==> config.mk <==
export PLATFORM = sky130hd
export DESIGN_NAME = stf_front_flat
export DESIGN_NICKNAME = d
export VERILOG_FILES = /design/src/hdl/sprite_texel_fetch_decode_assert.svh /design/src/hdl/stf_pkg.sv /design/src/hdl/stf_in_if.sv /design/src/hdl/stf_front.sv /design/src/flat_wrapper.sv
export SDC_FILE = /design/constraint.sdc
export NUM_CORES = 1
export LEC_CHECK = 0
export BUFFER_PORTS_ARGS = -buffer_cell sky130_fd_sc_hd__buf_2
export CAP_MARGIN = 20
export CORE_MARGIN = 5
export CORE_UTILIZATION = 39
export DETAILED_ROUTE_END_ITERATION = 8
export PLACE_DENSITY = 0.85
export SYNTH_ARGS = -nofsm -noshare
export SYNTH_HDL_FRONTEND = slang
export SYNTH_SLANG_ARGS = --single-unit
==> constraint.sdc <==
create_clock -name vclk -period 6.7
set_clock_uncertainty 0.15 [all_clocks]
set_input_delay 1.675 -clock vclk [all_inputs]
set_output_delay 1.675 -clock vclk [all_outputs]
set_load 0.01 [all_outputs]
==> src/hdl/sprite_texel_fetch_decode_assert.svh <==
// assertion macros for the sprite texel fetch and decode block
`ifndef SPRITE_TEXEL_FETCH_DECODE_ASSERT_SVH
`define SPRITE_TEXEL_FETCH_DECODE_ASSERT_SVH

`ifndef ASSERT_OFF
`define STF_ASSERT_IMP(label, clk, rst_n, ante, cons) \
	label: assert property (@(posedge clk) disable iff (!rst_n) (ante) |-> (cons)) \
		else $error("same-cycle check failed");
`define STF_ASSERT_NXT(label, clk, rst_n, ante, cons) \
	label: assert property (@(posedge clk) disable iff (!rst_n) (ante) |=> (cons)) \
		else $error("next-cycle check failed");
`else
`define STF_ASSERT_IMP(label, clk, rst_n, ante, cons)
`define STF_ASSERT_NXT(label, clk, rst_n, ante, cons)
`endif

`endif

==> src/hdl/stf_pkg.sv <==
`default_nettype none

package stf_pkg;

	localparam int MEM_ADDR_BITS = 18;
	localparam int MEM_WORDS = 1 << MEM_ADDR_BITS;
	localparam int X_W = 20;
	localparam int BASE_W = 18;
	localparam int CALC_W = (MEM_ADDR_BITS > X_W) ? MEM_ADDR_BITS : X_W;

	localparam int CFG_INDEX_W = 3;
	localparam int CFG_DATA_W = 18;

	localparam logic [CFG_INDEX_W-1:0] REG_COLOR_MODE = 3'd0;
	localparam logic [CFG_INDEX_W-1:0] REG_END_CODE_DISABLE = 3'd1;
	localparam logic [CFG_INDEX_W-1:0] REG_SKIP_PIXEL_DISABLE = 3'd2;
	localparam logic [CFG_INDEX_W-1:0] REG_TEXTURE_BASE = 3'd3;
	localparam logic [CFG_INDEX_W-1:0] REG_COLOR_BANK_OR = 3'd4;

	localparam logic [2:0] MODE_BANK4 = 3'd0;
	localparam logic [2:0] MODE_TABLE4 = 3'd1;
	localparam logic [2:0] MODE_BANK6 = 3'd2;
	localparam logic [2:0] MODE_BANK7 = 3'd3;
	localparam logic [2:0] MODE_BANK8 = 3'd4;
	localparam logic [2:0] MODE_RGB = 3'd5;

	localparam int QUEUE_DEPTH = 2;
	localparam int QPTR_W = $clog2(QUEUE_DEPTH);

	typedef enum logic [1:0] {
		KIND_FETCH = 2'd0,
		KIND_MEM_WR = 2'd1,
		KIND_TABLE_WR = 2'd2,
		KIND_CNT_LD = 2'd3
	} kind_t;

	typedef struct packed {
		logic [2:0] color_mode;
		logic end_code_disable;
		logic skip_pixel_disable;
		logic [BASE_W-1:0] texture_base;
		logic [15:0] color_bank_or;
	} cfg_t;

	typedef struct packed {
		kind_t kind;
		logic [MEM_ADDR_BITS-1:0] addr;
		logic [1:0] sel;
		logic [3:0] table_index;
		logic [15:0] write_data;
		logic [7:0] counter_value;
	} op_t;

	typedef struct packed {
		logic [15:0] pixel;
		logic transparent;
		logic end_code_hit;
		logic [7:0] end_code_count;
	} res_t;

endpackage

`default_nettype wire

==> src/hdl/stf_in_if.sv <==
`default_nettype none

interface stf_in_if;
	import stf_pkg::*;

	logic valid;
	logic ready;
	logic [1:0] kind;
	logic [X_W-1:0] texel_x;
	logic [17:0] memory_address;
	logic [3:0] table_index;
	logic [15:0] write_data;
	logic [7:0] counter_value;

	modport source (
		output valid, kind, texel_x, memory_address, table_index, write_data, counter_value,
		input ready
	);
	modport sink (
		input valid, kind, texel_x, memory_address, table_index, write_data, counter_value,
		output ready
	);
endinterface

`default_nettype wire

==> src/hdl/stf_front.sv <==
`default_nettype none

module stf_front (
	stf_in_if.sink items,
	input stf_pkg::cfg_t cfg,
	input logic room,
	output logic push,
	output stf_pkg::op_t push_op
);
	import stf_pkg::*;

	logic [CALC_W-1:0] x_w;
	logic [CALC_W-1:0] base_w;
	logic [CALC_W-1:0] offset;
	logic [CALC_W-1:0] sum;
	logic [CALC_W-1:0] maddr_w;
	logic reserved;
	logic [1:0] sel;

	assign items.ready = room;
	assign push = items.valid && room;

	assign x_w = CALC_W'(items.texel_x);
	assign base_w = CALC_W'(cfg.texture_base);
	assign maddr_w = CALC_W'(items.memory_address);

	// texel position to word offset and in-word select
	always_comb begin
		reserved = 1'b0;
		offset = x_w;
		sel = 2'd0;
		if (cfg.color_mode inside {MODE_BANK4, MODE_TABLE4}) begin
			offset = x_w >> 2;
			sel = items.texel_x[1:0];
		end else if (cfg.color_mode inside {[MODE_BANK6:MODE_BANK8]}) begin
			offset = x_w >> 1;
			sel = {1'b0, items.texel_x[0]};
		end else if (cfg.color_mode != MODE_RGB) begin
			reserved = 1'b1;
		end
	end

	assign sum = base_w + offset;

	always_comb begin
		push_op.kind = kind_t'(items.kind);
		push_op.sel = sel;
		push_op.table_index = items.table_index;
		push_op.write_data = items.write_data;
		push_op.counter_value = items.counter_value;
		if (kind_t'(items.kind) == KIND_MEM_WR) begin
			push_op.addr = maddr_w[MEM_ADDR_BITS-1:0];
		end else if (reserved) begin
			push_op.addr = '0;
		end else begin
			push_op.addr = sum[MEM_ADDR_BITS-1:0];
		end
	end
endmodule

`default_nettype wire

==> src/flat_wrapper.sv <==
// flat-port wrapper written by rule: the top's interface ports become plain ports
module stf_front_flat import stf_pkg::*;
  (cfg, room, push, push_op, items_valid, items_kind, items_texel_x, items_memory_address, items_table_index, items_write_data, items_counter_value, items_ready);
  stf_in_if items_i ();
  input stf_pkg::cfg_t cfg;
  input logic room;
  output logic push;
  output stf_pkg::op_t push_op;
  input wire logic [$bits(items_i.valid)-1:0] items_valid;
  input wire logic [$bits(items_i.kind)-1:0] items_kind;
  input wire logic [$bits(items_i.texel_x)-1:0] items_texel_x;
  input wire logic [$bits(items_i.memory_address)-1:0] items_memory_address;
  input wire logic [$bits(items_i.table_index)-1:0] items_table_index;
  input wire logic [$bits(items_i.write_data)-1:0] items_write_data;
  input wire logic [$bits(items_i.counter_value)-1:0] items_counter_value;
  output wire logic [$bits(items_i.ready)-1:0] items_ready;
  assign items_i.valid = items_valid;
  assign items_i.kind = items_kind;
  assign items_i.texel_x = items_texel_x;
  assign items_i.memory_address = items_memory_address;
  assign items_i.table_index = items_table_index;
  assign items_i.write_data = items_write_data;
  assign items_i.counter_value = items_counter_value;
  assign items_ready = items_i.ready;
  stf_front u_core (.items(items_i), .cfg(cfg), .room(room), .push(push), .push_op(push_op));
endmodule
=== Word-level counts from Yosys, hierarchy flattened ===
Index checks and enable logic that the tools add are counted.

* Logic and storage cells: 19
* Memories kept: 0
* Latch bits: 0
* Memory bits (writable): 0
* Output and inout bits: 52
* Bits of input ports: 109
* ROM bits: 0
* Register bits: 0

* Order comparisons: 2
* Multiplexer cells: 9
* Reduce and logical (&&, ||, !) cells: 4
* $add $sub $neg: 1
* Equal/unequal tests: 3
* Bitwise gates (word level): 0
* Divide/modulo/power cells: 0
* $mul: 0
* Shifts and indexed selects: 0

{| class="wikitable"
|+ Operator list
! operator !! count
|-
| two-way mux 18 bit || 4
|-
| adder 18 bit || 1
|-
| two-way mux 1 bit || 4
|-
| equality test 3 x 1 -> 1 bit (second input constant) || 1
|-
| >= comparator 3 x 2 -> 1 bit (second input constant) || 1
|-
| less-or-equal comparator 3 bit (second input constant) || 1
|-
| logical NOT 3 bit || 1
|-
| inequality test 3 bit (second input constant) || 1
|-
| equality test 2 x 1 -> 1 bit (second input constant) || 1
|-
| logical AND 1 bit || 2
|-
| two-way mux 2 bit || 1
|-
| nonzero test 2 bit || 1
|}

=== Logic depth before layout (Yosys ltp) ===
Gate-level depths: netlist (run 1).

* Depth after elaboration: 7
* Gate-level depth with buffers: 13
* Gate-level depth less buffers: 11

=== Worst setup path before layout (run 1) ===
Ideal clock, no wire load.

* Path type: input to output
* From: input cfg[38] (netlist name)
* To: output push_op[46] (netlist name)
* Stages: 13
* Setup slack: 0.615 ns
* Arrival: 4.260 ns
* Data required time: 4.875 ns
* Path buffers: 2
* Cells stage by stage: or2_2 > clkbuf_1 > clkbuf_1 > nor2_1 > a21oi_1 > ha_1 > fa_1 > a211o_1 > a211oi_2 > o211ai_2 > a41oi_2 > xor2_1 > o21ai_1

{| class="wikitable"
|+ RTL lines
! element !! RTL line !! text
|-
| start: declaration || flat_wrapper.sv:5 || <nowiki>input stf_pkg::cfg_t cfg;</nowiki>
|-
| end: declaration || flat_wrapper.sv:8 || <nowiki>output stf_pkg::op_t push_op;</nowiki>
|}

==> impl_metrics.ini, run 1 <==
[run_status]
status = completed

[clock_tree]
cts-resized-gates = 0
postCtsSetupBuffers = 0
cts_hold_buffers = 0

[cells_and_area]
seq_cells = 0
multi_input_area_sq_mm = 0.00140
nClkBuffers = 0
layout.cells.non_filler = 354
drive_gt1_frac = 0.334
layout_common_cells = buf_2 (87), a21oi_1 (34), nor2_1 (26)
seqCellArea_sq_um = 0
layout_commonest_cell = buf_2
area_growth_pct = 15.5
final_nets = 431
num_antenna_cells = 0
num-fill-cells = 454

[floorplanning]
initial_utilization = 0.396
core_area_sq_mm = 0.00426
rows = 24
dieArea_sq_mm = 0.00575
die_w_microns = 75.8
ios = 161
die_h_microns = 75.8

[yosys]
synth_top_cell_area_share = 0.138
synth.distinct_cells = 41
netlist_instances = 252
ys_seq_area_frac = 0
syn_area_sq_mm = 0.00169
yosys_warnings = 0
synth_nets = 379
synth_area_leader_cell = buf_4
synthTopCellsByArea = buf_4 (14%), ha_1 (13%), mux2i_1 (11%)
synth.avg_cell_area_sq_um = 6.71

[global_route]
grt_pass1_vias = 1831
grt-ovfl-total = 0
grt.total_usage = 0.165
grt_max_degree = 19
antenna_found_initial = 0
grt_pass1_wl_mm = 7.78

[timing]
fin_setup_tns_ns = 0
setup_viol = 0
finalCriticalPeriod_ns = 6.23
slew_headroom = 0.512
slew_viol_final = 0
rsz0062_at_grt = false
min_period_over_period = 0.930
final_hold_viol_count = 0
fmax_mhz = 160
tightest_slew_ns = 0.732

[placement]
dpl.cell_count = 354
dp_hpwl_mm = 4.16
routabilityCongestion = 0.867
port_buffers = 87

[route]
routed_wl_mm = 4.95
antenna_left = 0
drc = 0
drt-vias-per-instance = 5.45
first_iter_violations = 73
wire_per_inst_microns = 14.0
vias = 1929
drt_pass1_iterations = 4

[min_path]
hold_path_class = input pin to output port

[power]
ir_worst_vdd_mv = 0.0457
powerDensity_mw_per_mm2 = 117
p_leak_nw = 1.06

[worst_setup_path]
path_class = input pin to output port
crit_arrival_ns = 4.41
cp-start-kind = input pin
end_kind = output port
critPathMaxFanout = 10
worst_ep_required_time_ns = 4.88

[flow_run]
cap_violations = 0
[power by group]
part	internal [mW]	switching [mW]	total (mW)	leakage, nW
Combinational	0.102	0.127	0.229	1.06
Sequential	0	0	0	0
Clock	0	0	0	0
Total	0.102	0.127	0.229	1.06
[layer usage]
layer | share of wire | global-route usage
met1 | 0.41 | 0.199
met2 | 0.48 | 0.304
met3 | 0.094 | 0.0224
met4 | 0.019 | 0.0427
met5 | 0 | 0
[cell families after synthesis]
group                    share of synthesized area
AND/OR/NAND/NOR                              0.179
multiplexers                                 0.107
AO/OA/AOI/OAI                                0.333
buffers and inverters                        0.176
XOR/XNOR                                    0.0674
adder cells (fa/ha/maj)                      0.138
[Yosys cell counts]
cell type,n
nand4_1,5
o21a_1,1
and4_1,1
buf_2,4
fa_1,1
and3_1,4
or2_2,1
a31o_2,1
a21oi_1,34
o211ai_2,1
o21bai_1,4
buf_1,1
a21o_1,7
nand2b_1,1
clkbuf_1,6
o21ai_1,9
ha_1,17
a21boi_1,1
nor2b_1,2
a2111o_1,1
a21oi_2,2
a211o_1,3
o21ai_0,10
o2111ai_1,1
o211ai_1,1
o31ai_1,1
o21bai_2,1
nand2_1,23
and2_1,3
a22o_1,3
xnor2_1,2
a211oi_2,1
a211oi_1,2
a31oi_1,3
buf_4,31
inv_1,5
mux2i_1,18
nor2_1,26
a41oi_2,1
xor2_1,11
nand3_1,2
[path summary, 6_finish.rpt]
check | depth (start not counted) | to | start | slack (ns)
setup / recovery | 14 | push_op[46] | cfg[37] | 0.47
hold / removal | 0 | push_op[12] | items_write_data[4] | 3.20
[worst max-delay path: stages]
cell,delay (ns)
buf_2,0.14
o21ai_2,0.19
buf_4,0.22
nor2_1,0.06
a21oi_1,0.11
a21oi_1,0.12
fa_1,0.46
a211o_1,0.34
a211oi_2,0.30
o211ai_2,0.18
a41oi_2,0.23
xor2_1,0.16
o21ai_1,0.07
buf_2,0.16
[per-stage QoR]
step | utilization | setup slack (ns) | power (mW) | instance area, sq um | hold slack, ns
6_report | 0.458 | 0.466 | 0.229 | 1950 | 3.20
4_1_cts | 0.458 | 0.451 | 0.229 | 1950 | 3.20
3_5_place_dp | 0.458 | 0.466 | 0.228 | 1950 | 3.20
2_1_floorplan | - | 0.615 | 0.172 | 1690 | 3.29
5_1_grt | 0.458 | 0.226 | 0.257 | 1950 | 3.20
3_3_place_gp | 0.458 | 0.475 | 0.223 | 1950 | 3.20
[final cells by class]
type,count,share of cell area
multi-input combinational,205,0.715
timing repair buffer,92,0.242
tap,52,0.0333
inverter,5,0.00961
Power figures use the tool's default switching activity.
==> run 2, diff against run 1 <==
==> constraint.sdc (replaced) <==
create_clock -name vclk -period 6.7
set_clock_uncertainty 0.15 [all_clocks]
set_input_delay 1.675 -clock vclk [all_inputs]
set_output_delay 1.675 -clock vclk [all_outputs]
set_load 0.1 [all_outputs]
==> run 2 against run 1 <==
Core utilization grew 4.1 points. Power grew 100%. Cell count is the same. Largest cell class unchanged. Cell area grew 8.9%. Critical path depth is the same.
==> impl_metrics.ini, run 2 (same netlist as run 1, synthesis figures left out) <==
[run_status]
status = completed

[timing]
fin_setup_tns_ns = 0
rsz0062_at_grt = false
setup_viol = 0
fin_hold_ws_ns = 3.20
tightest_slew_ns = 0.783
final_hold_viol_count = 0
slew_headroom = 0.478
finalCriticalPeriod_ns = 6.43
fmax_mhz = 156
slew_viol_final = 0
min_period_over_period = 0.959

[floorplanning]
ios = 161
die_h_microns = 75.8
core_area_sq_mm = 0.00426
rows = 24
dieArea_sq_mm = 0.00575
initial_utilization = 0.396
die_w_microns = 75.8

[cells_and_area]
area_growth_pct = 25.8
nClkBuffers = 0
seqCellArea_sq_um = 0
drive_gt1_frac = 0.361
final_nets = 431
layout_common_cells = buf_2 (78), a21oi_1 (34), nor2_1 (26)
seq_cells = 0
layout_commonest_cell = buf_2
num_antenna_cells = 0

[placement]
port_buffers = 87
dp_hpwl_mm = 4.38
routabilityCongestion = 0.941

[route]
vias = 1958
drt_pass1_iterations = 4
first_iter_violations = 98
routed_wl_mm = 5.29
drt-vias-per-instance = 5.53
drc = 0
antenna_left = 0
wire_per_inst_microns = 15.0

[flow_run]
cap_violations = 0

[worst_setup_path]
cp-start-kind = input pin
end_kind = output port
worst_ep_required_time_ns = 4.88
critPathMaxFanout = 10
path_class = input pin to output port
crit_arrival_ns = 4.60

[global_route]
grt_pass1_vias = 1756
antenna_found_initial = 0
grt.total_usage = 0.166
grt-ovfl-total = 0
grt_max_degree = 19
grt_pass1_wl_mm = 7.68

[clock_tree]
postCtsSetupBuffers = 0
cts_hold_buffers = 0
cts-resized-gates = 0

[min_path]
hold_path_class = input pin to output port

[power]
p_leak_nw = 1.11
powerDensity_mw_per_mm2 = 217
ir_worst_vdd_mv = 0.0924
## run 2: area by class of cell
cell class | count | area (sq um)
repair buffers | 92 | 608
multi-input cells | 205 | 1440
well taps | 52 | 65.1
inverters | 5 | 18.8
fillers | 437 | 2140
## run 2: report_power, final
| group | internal [mW] | total (mW) | leakage (nW) | switching [mW] |
|---|---|---|---|---|
| clock | 0 | 0 | 0 | 0 |
| sequential | 0 | 0 | 0 | 0 |
| combinational | 0.144 | 0.463 | 1.11 | 0.319 |
## run 2: worst paths after layout
path | depth (start not counted) | end | slack [ns] | from
worst min-delay path | 0 | push_op[14] | 3.20 | items_write_data[6]
worst max-delay path | 14 | push_op[46] | 0.27 | cfg[37]
## run 2: per-layer routing
metal  global-route usage  vias to the layer above  share of wire
li1                     -                      980              -
met1                0.209                      870           0.42
met2                0.302                       94           0.47
met3               0.0172                       14          0.086
met4               0.0369                        0          0.016
met5                    0                        -              0
## run 2: per-stage QoR
stage / instances / total power [mW] / setup slack [ns] / utilization / instance area (sq um)
6_report: 354 / 0.463 / 0.273 / 0.499 / 2130
5_1_grt: 354 / 0.486 / 0.0952 / 0.499 / 2130
4_1_cts: 354 / 0.461 / 0.287 / 0.499 / 2130
3_5_place_dp: 354 / 0.459 / 0.287 / 0.499 / 2130
3_3_place_gp: 354 / 0.452 / 0.333 / 0.499 / 2130
2_1_floorplan: 252 / 0.418 / -0.190 / - / 1730
## run 2: worst max-delay path, cell delays in order
cell	delay (ns)
buf_2	0.14
o21ai_2	0.19
buf_4	0.22
nor2_1	0.06
a21oi_1	0.11
a21oi_1	0.11
fa_1	0.47
a211o_1	0.35
a211oi_2	0.29
o211ai_2	0.17
a41oi_2	0.25
xor2_1	0.28
o21ai_4	0.09
buf_12	0.19
