===== config.mk =====
export PLATFORM = sky130hd
export DESIGN_NAME = stf_queue
export DESIGN_NICKNAME = d
export VERILOG_FILES = /design/src/hdl/sprite_texel_fetch_decode_assert.svh /design/src/hdl/stf_pkg.sv /design/src/hdl/stf_queue.sv
export SDC_FILE = /design/constraint.sdc
export NUM_CORES = 1
export LEC_CHECK = 0
export BUFFER_PORTS_ARGS = -buffer_cell sky130_fd_sc_hd__buf_2
export CAP_MARGIN = 0
export CORE_MARGIN = 1.5
export CORE_UTILIZATION = 54
export CTS_BUF_LIST = sky130_fd_sc_hd__clkbuf_2
export DETAILED_ROUTE_END_ITERATION = 10
export HOLD_SLACK_MARGIN = 0.05
export PLACE_DENSITY = 0.91
export SYNTH_ARGS = -nofsm -noshare
export SYNTH_HDL_FRONTEND = slang
export SYNTH_SLANG_ARGS = --single-unit

===== constraint.sdc =====
create_clock -name clk -period 3.4 [get_ports clk]
set_input_delay 0.17 -clock clk [delete_from_list [all_inputs] [get_ports clk]]
set_output_delay 0.17 -clock clk [all_outputs]
set_load 0.005 [all_outputs]

===== src/hdl/sprite_texel_fetch_decode_assert.svh =====
// assertion macros for the sprite texel fetch and decode block
`ifndef SPRITE_TEXEL_FETCH_DECODE_ASSERT_SVH
`define SPRITE_TEXEL_FETCH_DECODE_ASSERT_SVH

`ifndef ASSERT_OFF
`define STF_ASSERT_IMP(label, clk, rst_n, ante, cons) \
	label: assert property (@(posedge clk) disable iff (!rst_n) (ante) |-> (cons)) \
		else $error("same-cycle check failed");
`define STF_ASSERT_NXT(label, clk, rst_n, ante, cons) \
	label: assert property (@(posedge clk) disable iff (!rst_n) (ante) |=> (cons)) \
		else $error("next-cycle check failed");
`else
`define STF_ASSERT_IMP(label, clk, rst_n, ante, cons)
`define STF_ASSERT_NXT(label, clk, rst_n, ante, cons)
`endif

`endif


===== src/hdl/stf_pkg.sv =====
`default_nettype none

package stf_pkg;

	localparam int MEM_ADDR_BITS = 18;
	localparam int MEM_WORDS = 1 << MEM_ADDR_BITS;
	localparam int X_W = 20;
	localparam int BASE_W = 18;
	localparam int CALC_W = (MEM_ADDR_BITS > X_W) ? MEM_ADDR_BITS : X_W;

	localparam int CFG_INDEX_W = 3;
	localparam int CFG_DATA_W = 18;

	localparam logic [CFG_INDEX_W-1:0] REG_COLOR_MODE = 3'd0;
	localparam logic [CFG_INDEX_W-1:0] REG_END_CODE_DISABLE = 3'd1;
	localparam logic [CFG_INDEX_W-1:0] REG_SKIP_PIXEL_DISABLE = 3'd2;
	localparam logic [CFG_INDEX_W-1:0] REG_TEXTURE_BASE = 3'd3;
	localparam logic [CFG_INDEX_W-1:0] REG_COLOR_BANK_OR = 3'd4;

	localparam logic [2:0] MODE_BANK4 = 3'd0;
	localparam logic [2:0] MODE_TABLE4 = 3'd1;
	localparam logic [2:0] MODE_BANK6 = 3'd2;
	localparam logic [2:0] MODE_BANK7 = 3'd3;
	localparam logic [2:0] MODE_BANK8 = 3'd4;
	localparam logic [2:0] MODE_RGB = 3'd5;

	localparam int QUEUE_DEPTH = 2;
	localparam int QPTR_W = $clog2(QUEUE_DEPTH);

	typedef enum logic [1:0] {
		KIND_FETCH = 2'd0,
		KIND_MEM_WR = 2'd1,
		KIND_TABLE_WR = 2'd2,
		KIND_CNT_LD = 2'd3
	} kind_t;

	typedef struct packed {
		logic [2:0] color_mode;
		logic end_code_disable;
		logic skip_pixel_disable;
		logic [BASE_W-1:0] texture_base;
		logic [15:0] color_bank_or;
	} cfg_t;

	typedef struct packed {
		kind_t kind;
		logic [MEM_ADDR_BITS-1:0] addr;
		logic [1:0] sel;
		logic [3:0] table_index;
		logic [15:0] write_data;
		logic [7:0] counter_value;
	} op_t;

	typedef struct packed {
		logic [15:0] pixel;
		logic transparent;
		logic end_code_hit;
		logic [7:0] end_code_count;
	} res_t;

endpackage

`default_nettype wire


===== src/hdl/stf_queue.sv =====
`default_nettype none

module stf_queue (
	input logic clk,
	input logic arst_n,
	input logic push,
	input stf_pkg::op_t push_op,
	output logic room,
	output logic pop_valid,
	output stf_pkg::op_t pop_op,
	input logic pop
);
	import stf_pkg::*;

	op_t entry_q [QUEUE_DEPTH];
	logic [QPTR_W-1:0] wr_ptr_q;
	logic [QPTR_W-1:0] rd_ptr_q;
	logic [QPTR_W:0] count_q;

	assign room = count_q != (QPTR_W+1)'(QUEUE_DEPTH);
	assign pop_valid = count_q != '0;
	assign pop_op = entry_q[rd_ptr_q];

	always_ff @(posedge clk) begin
		if (push) begin
			entry_q[wr_ptr_q] <= push_op;
		end
	end

	always_ff @(posedge clk or negedge arst_n) begin
		if (!arst_n) begin
			wr_ptr_q <= '0;
			rd_ptr_q <= '0;
			count_q <= '0;
		end else begin
			if (push) begin
				wr_ptr_q <= wr_ptr_q + 1'b1;
			end
			if (pop) begin
				rd_ptr_q <= rd_ptr_q + 1'b1;
			end
			if (push && !pop) begin
				count_q <= count_q + 1'b1;
			end else if (pop && !push) begin
				count_q <= count_q - 1'b1;
			end
		end
	end
endmodule

`default_nettype wire


# After elaboration in Yosys (flattened, before gate mapping)
# Memories as Yosys holds them, arrays and structs flattened.
# Index checks and enable logic that the tools add are counted.
[word_totals]
reg_bits = 4
latch_bits = 0
ramBits = 100
output_inout_bits = 52
n_memories = 1
inputBits = 54
rom_bits = 0
elab_cells = 19
[classes]
magnitude_cmp = 0
add_sub_neg = 4
mux = 4
mul = 0
bitwise_logic = 0
n_shift = 0
reduce_logical = 6
n_div = 0
n_eq_ne = 1
[memory_table]
columns = ["memory", "depth", "width", "read_ports", "rd_ports_with_merged_regs", "write_ports", "line", "source"]
rows = [
  ["entry_q", 2, 50, 1, 0, 1, "stf_queue.sv:15", "op_t entry_q [QUEUE_DEPTH];"],
]
[op_table]
columns = ["cell", "n"]
rows = [
  ["$mux 2", 2],
  ["$reduce_bool 2->1", 2],
  ["$add 1x1->1 const B", 2],
  ["$add 2x1->2 const B", 1],
  ["$logic_and 1x1->1", 2],
  ["$logic_not 1->1", 2],
  ["$mux 1", 2],
  ["$ne 2x2->1 const B", 1],
  ["$sub 2x1->2 const B", 1],
]

# Longest topological paths before layout
# Gate-level depths: netlist of run 1.
[depth]
ltp_word = 4
mapped_depth = 5
depth_no_buf = 5

# Least setup slack after synthesis of run 1
# No wires, ideal clock.
[synth_path]
path_type = "register to register"
startpoint = "register wr_ptr_q"
endpoint = "memory entry_q[0][0] in the netlist's numbering (enable)"
stages_incl_launch_ff = 2
setup_ns = 0.464
path_buffers = 0
arrival_time_ns = 2.632
t_required_ns = 2.936
synth_period_minus_slack_ns = 3.096
path_slack_ns = 0.304
path_cell_list = "dfrtp_1 nor2b_1"
[synth_rtl]
columns = ["element", "line", "source"]
rows = [
  ["from (decl)", "stf_queue.sv:16", "logic [QPTR_W-1:0] wr_ptr_q;"],
  ["from (signal assigned)", "stf_queue.sv:37", "wr_ptr_q <= wr_ptr_q + 1'b1;"],
  ["to (decl)", "stf_queue.sv:15", ""],
]
# Straight into the memory's write port.

==> results.py, run 1 <==
metrics = {
    "outcome": {
        "status": "finished, final reports clean",
    },
    "sta": {
        "slew_headroom_pct": 19.80,
        "final.min_clock_period_ns": 2.338,
        "hold_viol_final": 0,
        "setup_viol": 0,
        "tns_ns": 0,
        "worst-slew-pin-transition_ns": 1.203,
        "grt_setup_unrepaired": "no",
        "clock_skew_ns": 0.02153,
        "drv_slew": 0,
        "post-route-period-util_pct": 68.75,
        "fmax_mhz": 427.8,
    },
    "global_routing": {
        "grt_first_pass_wirelength_mm": 10.15,
        "antenna_found_initial": 0,
        "grt_pass1_vias": 2165,
        "grt_overflow": 0,
        "grt_usage_pct": 18.00,
        "grt_max_degree": 52,
    },
    "logic_synthesis": {
        "synth-main-ff-cell": "edfxtp_1",
        "synth_xor_xnor_area_share_pct": 1.081,
        "synth_warnings": 0,
        "yosys.area.top_type": "edfxtp_1",
        "synth_commonest_cells": "edfxtp_1, mux2_4, buf_12",
        "synth_compound_area_share_pct": 0,
        "synth_area_mm2": 0.004050,
        "synth_top_family_by_area": "multiplexers",
        "ys_seq_area_share_pct": 76.61,
        "synth_edf_count": 100,
        "netlist_top_cells_area": "edfxtp_1, mux2_4, buf_12, dfrtp_1, xor2_1",
        "synth_top_area_share_pct": 74.14,
        "syn_inst": 172,
        "synthSimpleGateAreaFrac_pct": 0.7105,
        "syn-num-nets": 227,
        "async_flop_share_pct": 3.846,
        "syn_avg_cell_area_um2": 23.55,
        "muxShareOfSynthArea_pct": 18.44,
        "synth_most_common_cell": "edfxtp_1",
        "synth.distinct_cells": 15,
        "synth_fa_ha_area_share_pct": 0.3089,
        "ys_ff_latch": 104,
    },
    "critical_path": {
        "cp-startpoint": "rd_ptr_q",
        "r2r_start": "wr_ptr_q",
        "critPathLaunchType": "flip-flop",
        "critPathKind": "flip-flop to output pin",
        "cp_data_arrival_time_ns": 2.17,
        "rrSetupSlack_ns": 1.51,
        "end_kind": "output pin",
        "r2r_cells": 2,
        "path_depth": 2,
        "cp_slowest_cell": "dfrtp_4",
        "cp.buffers_inverters": 1,
        "crit_path_end": "pop_op[29]",
        "critical_path.max_stage_delay_ns": 1.07,
        "crit_fanout": 51,
        "r2r-end": "entry_q[0][22]",
        "cp_data_required_time_ns": 3.23,
        "crit_chain": "mux2_2 > buf_2",
        "crit_family": "flip-flops",
    },
    "power": {
        "powerDensity_mw_per_mm2": 674.8,
        "leakage_nw": 2.153,
        "power.total_w": 0.003553,
        "irDropWorstVdd_uv": 734.8,
    },
    "clocking": {
        "insertion_delay_ns": 0.52,
        "h-tree-depth": 3,
        "cts_root_buf": "clkbuf_2",
        "cts_tree": "done",
        "numCtsBuffers": 9,
        "ctsHoldBuffers": 54,
        "cts-resized-gates": 0,
        "cts_buffer_depth": 2,
        "clk_pin_slew_worst_paths_ns": 0.26,
        "cts_setup_buffers": 0,
        "cts.sinks": 104,
    },
    "floorplanning": {
        "io_pins": 106,
        "initial_core_util_pct": 55.84,
        "num_rows": 31,
        "die_area_mm2": 0.008029,
        "die_w_um": 89.61,
        "core_area_mm2": 0.007253,
        "die_h_um": 89.61,
    },
    "route": {
        "drt-pass1-iter-count": 4,
        "routed_via_density": 4.821,
        "dr_wl_met3_um": 320,
        "dr.first_iter.drc_count": 77,
        "drc": 0,
        "drt-total-wl_mm": 7.146,
        "drt-met1-wl_mm": 2.689,
        "vias": 2126,
        "wl_per_cell_um": 16.20,
        "top_layer_used": "met4",
        "wl_met2_mm": 4.045,
        "final_antenna_net_count": 0,
    },
    "run": {
        "drv_cap": 0,
    },
    "layout": {
        "drive_gt1_share_pct": 51.46,
        "final_nets": 393,
        "areaGrowthSynthToFinish_pct": 30.00,
        "fin_util_pct": 72.59,
        "antenna_cells": 0,
    },
    "min_path": {
        "hold_start": "push_op[15]",
        "hold_class": "input port to flip-flop",
    },
    "place": {
        "gp_congestion": 0.6654,
        "port_buffers": 105,
    },
}
==> worst register-to-register path: cells and delay by family (launching register included) <==
kind,cells,cell delay [ns]
buffers and inverters,1,0.45
DFF,1,0.49
and+or+nand+nor,1,0.65
==> sequential cells by signal, indices dropped and copies added, names as in the netlist <==
register,cells
rd_ptr_q,1
count_q,2
wr_ptr_q,1
entry_q,100
==> cell type report <==
class / count / area [µm²]
multi-input cells: 61 / 840.8
inverters: 1 / 3.754
fillers: 446 / 1988
repair buffers: 161 / 1081
well taps: 99 / 123.9
clock inverters: 5 / 58.81
flip-flops and latches: 104 / 3107
clock buffers: 10 / 50.05
==> logic make-up after synthesis <==
kind of cell               after synthesis
muxes                                   50
adders and majority gates                1
DFF                                    104
buffers and inverters                    7
and+or+nand+nor                          5
xor gates and xnor gates                 5
==> metrics by stage <==
stage          hold slack [ns]  area, µm²  cells  worst slack (ns)
2_1_floorplan          -0.1256       4050    172            0.3039
3_3_place_gp          -0.02084       4616    372             1.585
3_5_place_dp          -0.01876       4616    372             1.514
4_1_cts                 0.2971       5265    441             1.011
5_1_grt                 0.2959       5265    441            0.9085
6_report                0.3489       5265    441             1.062
==> layer usage <==
layer | vias to the layer above | global-route usage (%)
met5 | - | 0
met4 | 0 | 7.552
met3 | 13 | 4.845
met2 | 67 | 33.72
met1 | 1042 | 18.92
li1 | 1004 | -
==> where the power goes <==
group | leakage [nW] | internal, W | switching [W]
Combinational | 1.10 | 0.000698 | 0.000370
Sequential | 0.984 | 0.00170 | 0.000232
Clock | 0.0640 | 0.000168 | 0.000379
==> layout by cell type (no fill, tap or decap), types with 2 or more instances in the layout <==
master         instances
buf_2                105
buf_4                  2
clkbuf_2              10
clkinvlp_4             2
dfrtp_1                3
dlygate4sd3_1         54
edfxtp_1             100
mux2_4                49
xor2_1                 4
==> worst min-delay path by stage <==
stage | slack, ns | cells after the start | endpoint
3_5_place_dp | -0.02 | 1 | wr_ptr_q
5_1_grt | 0.30 | 2 | entry_q[1][2]
6_report | 0.35 | 2 | entry_q[1][15]
2_1_floorplan | -0.13 | 0 | count_q[0]
4_1_cts | 0.30 | 2 | entry_q[1][15]
3_3_place_gp | -0.02 | 1 | wr_ptr_q
Note: power is estimated with default switching activity, not from simulation.
==> inputs of run 2 (changes only) <==
--- a/config.mk
+++ b/config.mk
@@ -8,11 +8,11 @@
 export BUFFER_PORTS_ARGS = -buffer_cell sky130_fd_sc_hd__buf_2
 export CAP_MARGIN = 0
 export CORE_MARGIN = 1.5
-export CORE_UTILIZATION = 54
+export CORE_UTILIZATION = 49
 export CTS_BUF_LIST = sky130_fd_sc_hd__clkbuf_2
 export DETAILED_ROUTE_END_ITERATION = 10
 export HOLD_SLACK_MARGIN = 0.05
-export PLACE_DENSITY = 0.91
+export PLACE_DENSITY = 0.88
 export SYNTH_ARGS = -nofsm -noshare
 export SYNTH_HDL_FRONTEND = slang
 export SYNTH_SLANG_ARGS = --single-unit
==> constraint.sdc (replaced) <==
create_clock -name clk -period 2 [get_ports clk]
set_input_delay 0.1 -clock clk [delete_from_list [all_inputs] [get_ports clk]]
set_output_delay 0.1 -clock clk [all_outputs]
set_load 0.005 [all_outputs]
==> run 2 against run 1 <==
  * Die area up 9.9%
  * Design area up 1.9%
  * Non-clock buffer count up 7
  * Via count up 0.66%
  * Critical path type unchanged
  * Power up 75%
  * First-iteration DRC count up 10%
  * Critical path depth up 1
==> results.py, run 2 (synthesis gave the netlist of run 1 again) <==
metrics = {
    "power": {
        "switching_share_pct": 27.52,
        "combinationalPowerShare_pct": 36.0,
        "leakage_nw": 2.211,
        "p_clk_share_pct": 14.8,
        "powerDensity_mw_per_mm2": 1160,
        "p_sw_w": 0.001713,
        "power.total_w": 0.006225,
        "pwr-share-seq_pct": 49.3,
        "power.internal_w": 0.004512,
        "irDropWorstVdd_uv": 684.7,
    },
    "route": {
        "vias": 2140,
        "drt-total-wl_mm": 6.975,
        "drc": 0,
        "wl_per_cell_um": 15.47,
        "routed_via_density": 4.745,
        "final_antenna_net_count": 0,
        "dr.first_iter.drc_count": 85,
        "drt-pass1-iter-count": 4,
    },
    "layout": {
        "seq_area_mm2": 0.003107,
        "final_cell_mix": "buf_2, edfxtp_1, dlygate4sd3_1",
        "fin_cells": 451,
        "final_common_cell": "buf_2",
        "multi_input_area_um2": 840.8,
        "top_register": "entry_q",
        "drive_gt1_share_pct": 52.44,
        "largest_register_ff_count": 100,
        "fin_util_pct": 68.37,
        "fill_cells": 546,
        "top_regs": "entry_q: 100 flops, count_q: 2 flops",
        "areaGrowthSynthToFinish_pct": 32.47,
        "final_nets": 400,
        "antenna_cells": 0,
    },
    "global_routing": {
        "antenna_found_initial": 0,
        "grt_max_degree": 34,
        "grt_usage_pct": 16.35,
        "grt_first_pass_wirelength_mm": 10.48,
        "grt_pass1_vias": 2312,
        "grt_overflow": 0,
    },
    "sta": {
        "post-route-period-util_pct": 90.96,
        "tns_ns": 0,
        "fmax_mhz": 549.7,
        "final.min_clock_period_ns": 1.819,
        "worst-slew-pin-transition_ns": 0.4487,
        "clock_skew_ns": 0.01441,
        "timing.hold.ws_ns": 0.2854,
        "drv_slew": 0,
        "slew_headroom_pct": 70.08,
        "grt_setup_unrepaired": "no",
        "setup_viol": 0,
        "hold_viol_final": 0,
    },
    "critical_path": {
        "crit_fanout": 13,
        "end_kind": "output pin",
        "cp_slowest_cell": "dfrtp_4",
        "cp_data_arrival_time_ns": 1.72,
        "crit_family": "flip-flops",
        "cp.buffers_inverters": 2,
        "critPathLaunchType": "flip-flop",
        "cp_data_required_time_ns": 1.90,
        "critPathKind": "flip-flop to output pin",
        "crit_chain": "buf_8 > mux2_4 > buf_2",
        "r2r_start": "wr_ptr_q",
        "critical_path.max_stage_delay_ns": 0.60,
        "cp-startpoint": "rd_ptr_q",
    },
    "floorplanning": {
        "die_h_um": 93.92,
        "initial_core_util_pct": 51.61,
        "core_area_mm2": 0.007848,
        "die_area_mm2": 0.008820,
        "die_w_um": 93.92,
        "num_rows": 32,
        "io_pins": 106,
    },
    "clocking": {
        "cts-resized-gates": 0,
        "cts_root_buf": "clkbuf_2",
        "insertion_delay_ns": 0.51,
        "numCtsBuffers": 9,
        "cts_buffer_depth": 2,
        "h-tree-depth": 3,
        "cts_tree": "done",
        "clk_pin_slew_worst_paths_ns": 0.25,
        "cts.sinks": 104,
    },
    "run": {
        "drv_cap": 0,
    },
    "place": {
        "port_buffers": 105,
        "gp_congestion": 0.5976,
        "dp_cells": 379,
    },
    "min_path": {
        "hold_start": "push_op[16]",
        "hold_class": "input port to flip-flop",
    },
    "outcome": {
        "status": "finished, final reports clean",
    },
}
==> run 2: cell types whose count changed in the layout (fill, tap and decap cells not counted) <==
cell        previous run  this run
buf_8                  0         1
buf_12                 0         3
inv_6                  0         1
buf_4                  2         5
clkinv_2               1         2
clkinvlp_4             2         0
==> run 2: area by class of cell <==
class                           count  share of cell area (%)
Sequential cell                   104                   57.91
Timing Repair Buffer              168                   21.97
Multi-Input combinational cell     61                   15.67
Tap cell                          102                   2.379
Clock inverter                      5                   1.073
Clock buffer                       10                  0.9328
Inverter                            1                 0.06996
==> run 2: power by group through the flow <==
stage | registers (W) | clock network [W] | logic [W]
finish | 0.00307 | 0.000920 | 0.00224
global route | 0.00310 | 0.00102 | 0.00241
CTS | 0.00307 | 0.000951 | 0.00227
detailed placement | 0.00324 | 0 | 0.00195
global placement | 0.00320 | 0 | 0.00192
floorplan | 0.00305 | 0 | 0.00157
==> run 2: timing repair <==
action | 4_1_cts | 5_1_grt
hold buffers | 54 | 0
buffers inserted | 3 | 0
endpoints found under the hold margin | 107 | 0
endpoints found under the setup margin | 27 | 0
==> run 2: worst register-to-register path: stages (launching register included) <==
cell	delay [ns]
dfrtp_1	0.49
and2_2	0.18
buf_4	0.39
==> run 2: final timing paths <==
| kind | end | depth (start not counted) | slack, ns |
|---|---|---|---|
| hold / removal | entry_q[1][16] | 2 | 0.29 |
| hold reg to reg | count_q[1] | 1 | 0.52 |
| setup / recovery | pop_op[25] | 3 | 0.18 |
| setup reg to reg | entry_q[1][22] | 2 | 0.62 |
| min in group asynchronous | wr_ptr_q | 3 | 0.45 |
| max in group asynchronous | rd_ptr_q | 3 | 1.35 |
==> run 2: per-layer routing <==
layer	wire (µm)	part of all wire, %	track usage (%)	vias up
met5	0	0	0	-
met4	210	3.0	8.582	0
met3	311	4.5	3.398	19
met2	3783	54	31.16	70
met1	2670	38	16.49	1033
li1	-	-	-	1018
==> run 2: per-stage QoR <==
| stage | instance area (µm²) | setup WS [ns] |
|---|---|---|
| 3_5_place_dp | 4674 | 0.4480 |
| 6_report | 5365 | 0.1807 |
| 5_1_grt | 5365 | 0.08180 |
| 3_3_place_gp | 4674 | 0.4595 |
| 2_1_floorplan | 4058 | -0.03374 |
| 4_1_cts | 5365 | 0.1254 |
==> inputs of run 3 (changes only) <==
--- a/config.mk
+++ b/config.mk
@@ -5,6 +5,7 @@
 export SDC_FILE = /design/constraint.sdc
 export NUM_CORES = 1
 export LEC_CHECK = 0
+export ABC_AREA = 1
 export BUFFER_PORTS_ARGS = -buffer_cell sky130_fd_sc_hd__buf_2
 export CAP_MARGIN = 0
 export CORE_MARGIN = 1.5
==> run 3 against run 2 <==
  * Sequential power hardly changed
  * Register-to-register slack improved by 0.12 ns
  * Critical path depth unchanged
  * Routed wire length increased by 1.9%
  * Highest routed layer unchanged
==> results.py, run 3 <==
metrics = {
    "clocking": {
        "cts-resized-gates": 0,
        "cts_tree": "done",
        "insertion_delay_ns": 0.53,
        "clk_pin_slew_worst_paths_ns": 0.25,
        "cts.sinks": 104,
        "cts_buffer_depth": 2,
        "h-tree-depth": 3,
        "numCtsBuffers": 9,
        "cts_root_buf": "clkbuf_2",
    },
    "place": {
        "port_buffers": 105,
        "gp_congestion": 0.6512,
        "dp_slack_ns": 0.5897,
        "hpwl_mm": 4.379,
    },
    "layout": {
        "multi_input_area_um2": 834.6,
        "fill_cells": 561,
        "top_regs": "entry_q: 100 flops, count_q: 2 flops",
        "areaGrowthSynthToFinish_pct": 32.33,
        "largest_register_ff_count": 100,
        "fin_util_pct": 66.17,
        "antenna_cells": 0,
        "final_nets": 408,
        "seq_area_mm2": 0.003107,
        "final_cell_mix": "buf_2, edfxtp_1, dlygate4sd3_1",
        "top_register": "entry_q",
        "final_common_cell": "buf_2",
        "drive_gt1_share_pct": 50.56,
    },
    "logic_synthesis": {
        "syn-num-nets": 236,
        "synth_commonest_cells": "edfxtp_1, mux2_4, inv_1, nand2_1, buf_12",
        "ys_ff_latch": 104,
        "syn_inst": 181,
        "synth_top_area_share_pct": 73.82,
        "yosys.area.top_type": "edfxtp_1",
        "synth.distinct_cells": 14,
        "syn_avg_cell_area_um2": 22.47,
        "ys_seq_area_share_pct": 76.28,
        "async_flop_share_pct": 3.846,
        "netlist_top_cells_area": "edfxtp_1, mux2_4, buf_12, dfrtp_1, inv_1",
        "synth_most_common_cell": "edfxtp_1",
        "synth_edf_count": 100,
        "synth_warnings": 0,
        "synth_area_mm2": 0.004068,
        "synth-main-ff-cell": "edfxtp_1",
    },
    "route": {
        "final_antenna_net_count": 0,
        "wl_per_cell_um": 15.42,
        "dr.first_iter.drc_count": 59,
        "drt-total-wl_mm": 7.109,
        "drc": 0,
        "drt-pass1-iter-count": 4,
        "vias": 2186,
        "routed_via_density": 4.742,
    },
    "critical_path": {
        "critPathLaunchType": "flip-flop",
        "critical_path.max_stage_delay_ns": 0.56,
        "critPathKind": "flip-flop to output pin",
        "crit_fanout": 12,
        "cp_data_required_time_ns": 1.90,
        "crit_chain": "buf_4 > mux2_4 > buf_2",
        "cp_slowest_cell": "dfrtp_4",
        "end_kind": "output pin",
        "cp_data_arrival_time_ns": 1.74,
    },
    "global_routing": {
        "antenna_found_initial": 0,
        "grt_overflow": 0,
        "grt_first_pass_wirelength_mm": 10.36,
        "grt_pass1_vias": 2210,
        "grt_max_degree": 30,
        "grt_usage_pct": 16.44,
    },
    "floorplanning": {
        "die_w_um": 94.11,
        "core_area_mm2": 0.008134,
        "num_rows": 33,
        "die_area_mm2": 0.008857,
        "io_pins": 106,
        "initial_core_util_pct": 50.01,
        "die_h_um": 94.11,
    },
    "sta": {
        "setup_viol": 0,
        "clock_skew_ns": 0.02394,
        "post-route-period-util_pct": 91.96,
        "drv_slew": 0,
        "setup_slack_ns": 0.1608,
        "grt_setup_unrepaired": "no",
        "slew_headroom_pct": 75.63,
        "fmax_mhz": 543.7,
        "timing.hold.ws_ns": 0.2719,
        "tns_ns": 0,
        "worst-slew-pin-transition_ns": 0.3655,
        "hold_viol_final": 0,
        "final.min_clock_period_ns": 1.839,
    },
    "run": {
        "drv_cap": 0,
    },
    "power": {
        "irDropWorstVdd_uv": 871.1,
        "powerDensity_mw_per_mm2": 1180,
        "leakage_nw": 2.237,
    },
    "outcome": {
        "status": "finished, final reports clean",
    },
    "min_path": {
        "hold_class": "input port to flip-flop",
    },
}
-- run 3: power breakdown --
part           internal, W  switching [W]
clock             0.000529       0.000607
combinational      0.00124       0.000931
sequential         0.00289       0.000149
-- run 3: final cells by class --
| class | count | area share (%) |
|---|---|---|
| clock inverter | 4 | 1.767 |
| tap | 105 | 2.441 |
| clock buffer | 10 | 0.9298 |
| multi-input combinational | 64 | 15.50 |
| sequential | 104 | 57.72 |
| timing repair buffer | 167 | 21.15 |
| inverter | 7 | 0.4881 |
-- run 3: critical path: cells and delay by family, from the launching register on --
family	cells	cell delay, ns
mux	1	0.31
flops	1	0.56
buf+inv	2	0.36
-- run 3: per-layer routing --
metal / part of all wire (%) / vias up / global-route usage, %
li1: - / 1033 / -
met1: 39 / 1058 / 17.00
met2: 54 / 81 / 30.92
met3: 4.7 / 14 / 4.531
met4: 2.2 / 0 / 6.841
met5: 0 / - / 0
-- run 3: timing repair --
item / CTS / global route
endpoints found under the setup margin: 41 / 0
hold buffers: 54 / 0
hold endpoints to repair: 107 / 0
buffers inserted: 2 / 0
-- run 3: kinds of logic after synthesis --
| logic type | after synthesis | synth area share, % |
|---|---|---|
| adder cells (fa/ha/maj) | 1 | 0.3075 |
| buffers and inverters | 13 | 3.384 |
| XOR/XNOR | 3 | 0.6461 |
| multiplexers | 50 | 18.36 |
| AND/OR/NAND/NOR | 10 | 1.015 |
| flip-flops | 104 | 76.28 |
-- run 3: worst paths after layout --
kind                                  endpoint  slack [ns]       start  cells past startpoint
worst max-delay path                pop_op[19]        0.16    rd_ptr_q                      3
worst min-delay path             entry_q[0][0]        0.27  push_op[0]                      2
worst max register to register  entry_q[1][31]        0.74    wr_ptr_q                      3
worst min register to register      count_q[0]        0.54  count_q[0]                      1
max in group asynchronous             rd_ptr_q        1.33      arst_n                      3
min in group asynchronous           count_q[1]        0.48      arst_n                      3
-- run 3: per-stage QoR --
stage          cell area [µm²]  cells  total power (W)
6_report                  5383    461         0.006353
3_3_place_gp              4682    391         0.005090
4_1_cts                   5383    461         0.006405
3_5_place_dp              4682    391         0.005179
2_1_floorplan             4075    181         0.004615
5_1_grt                   5383    461         0.006665
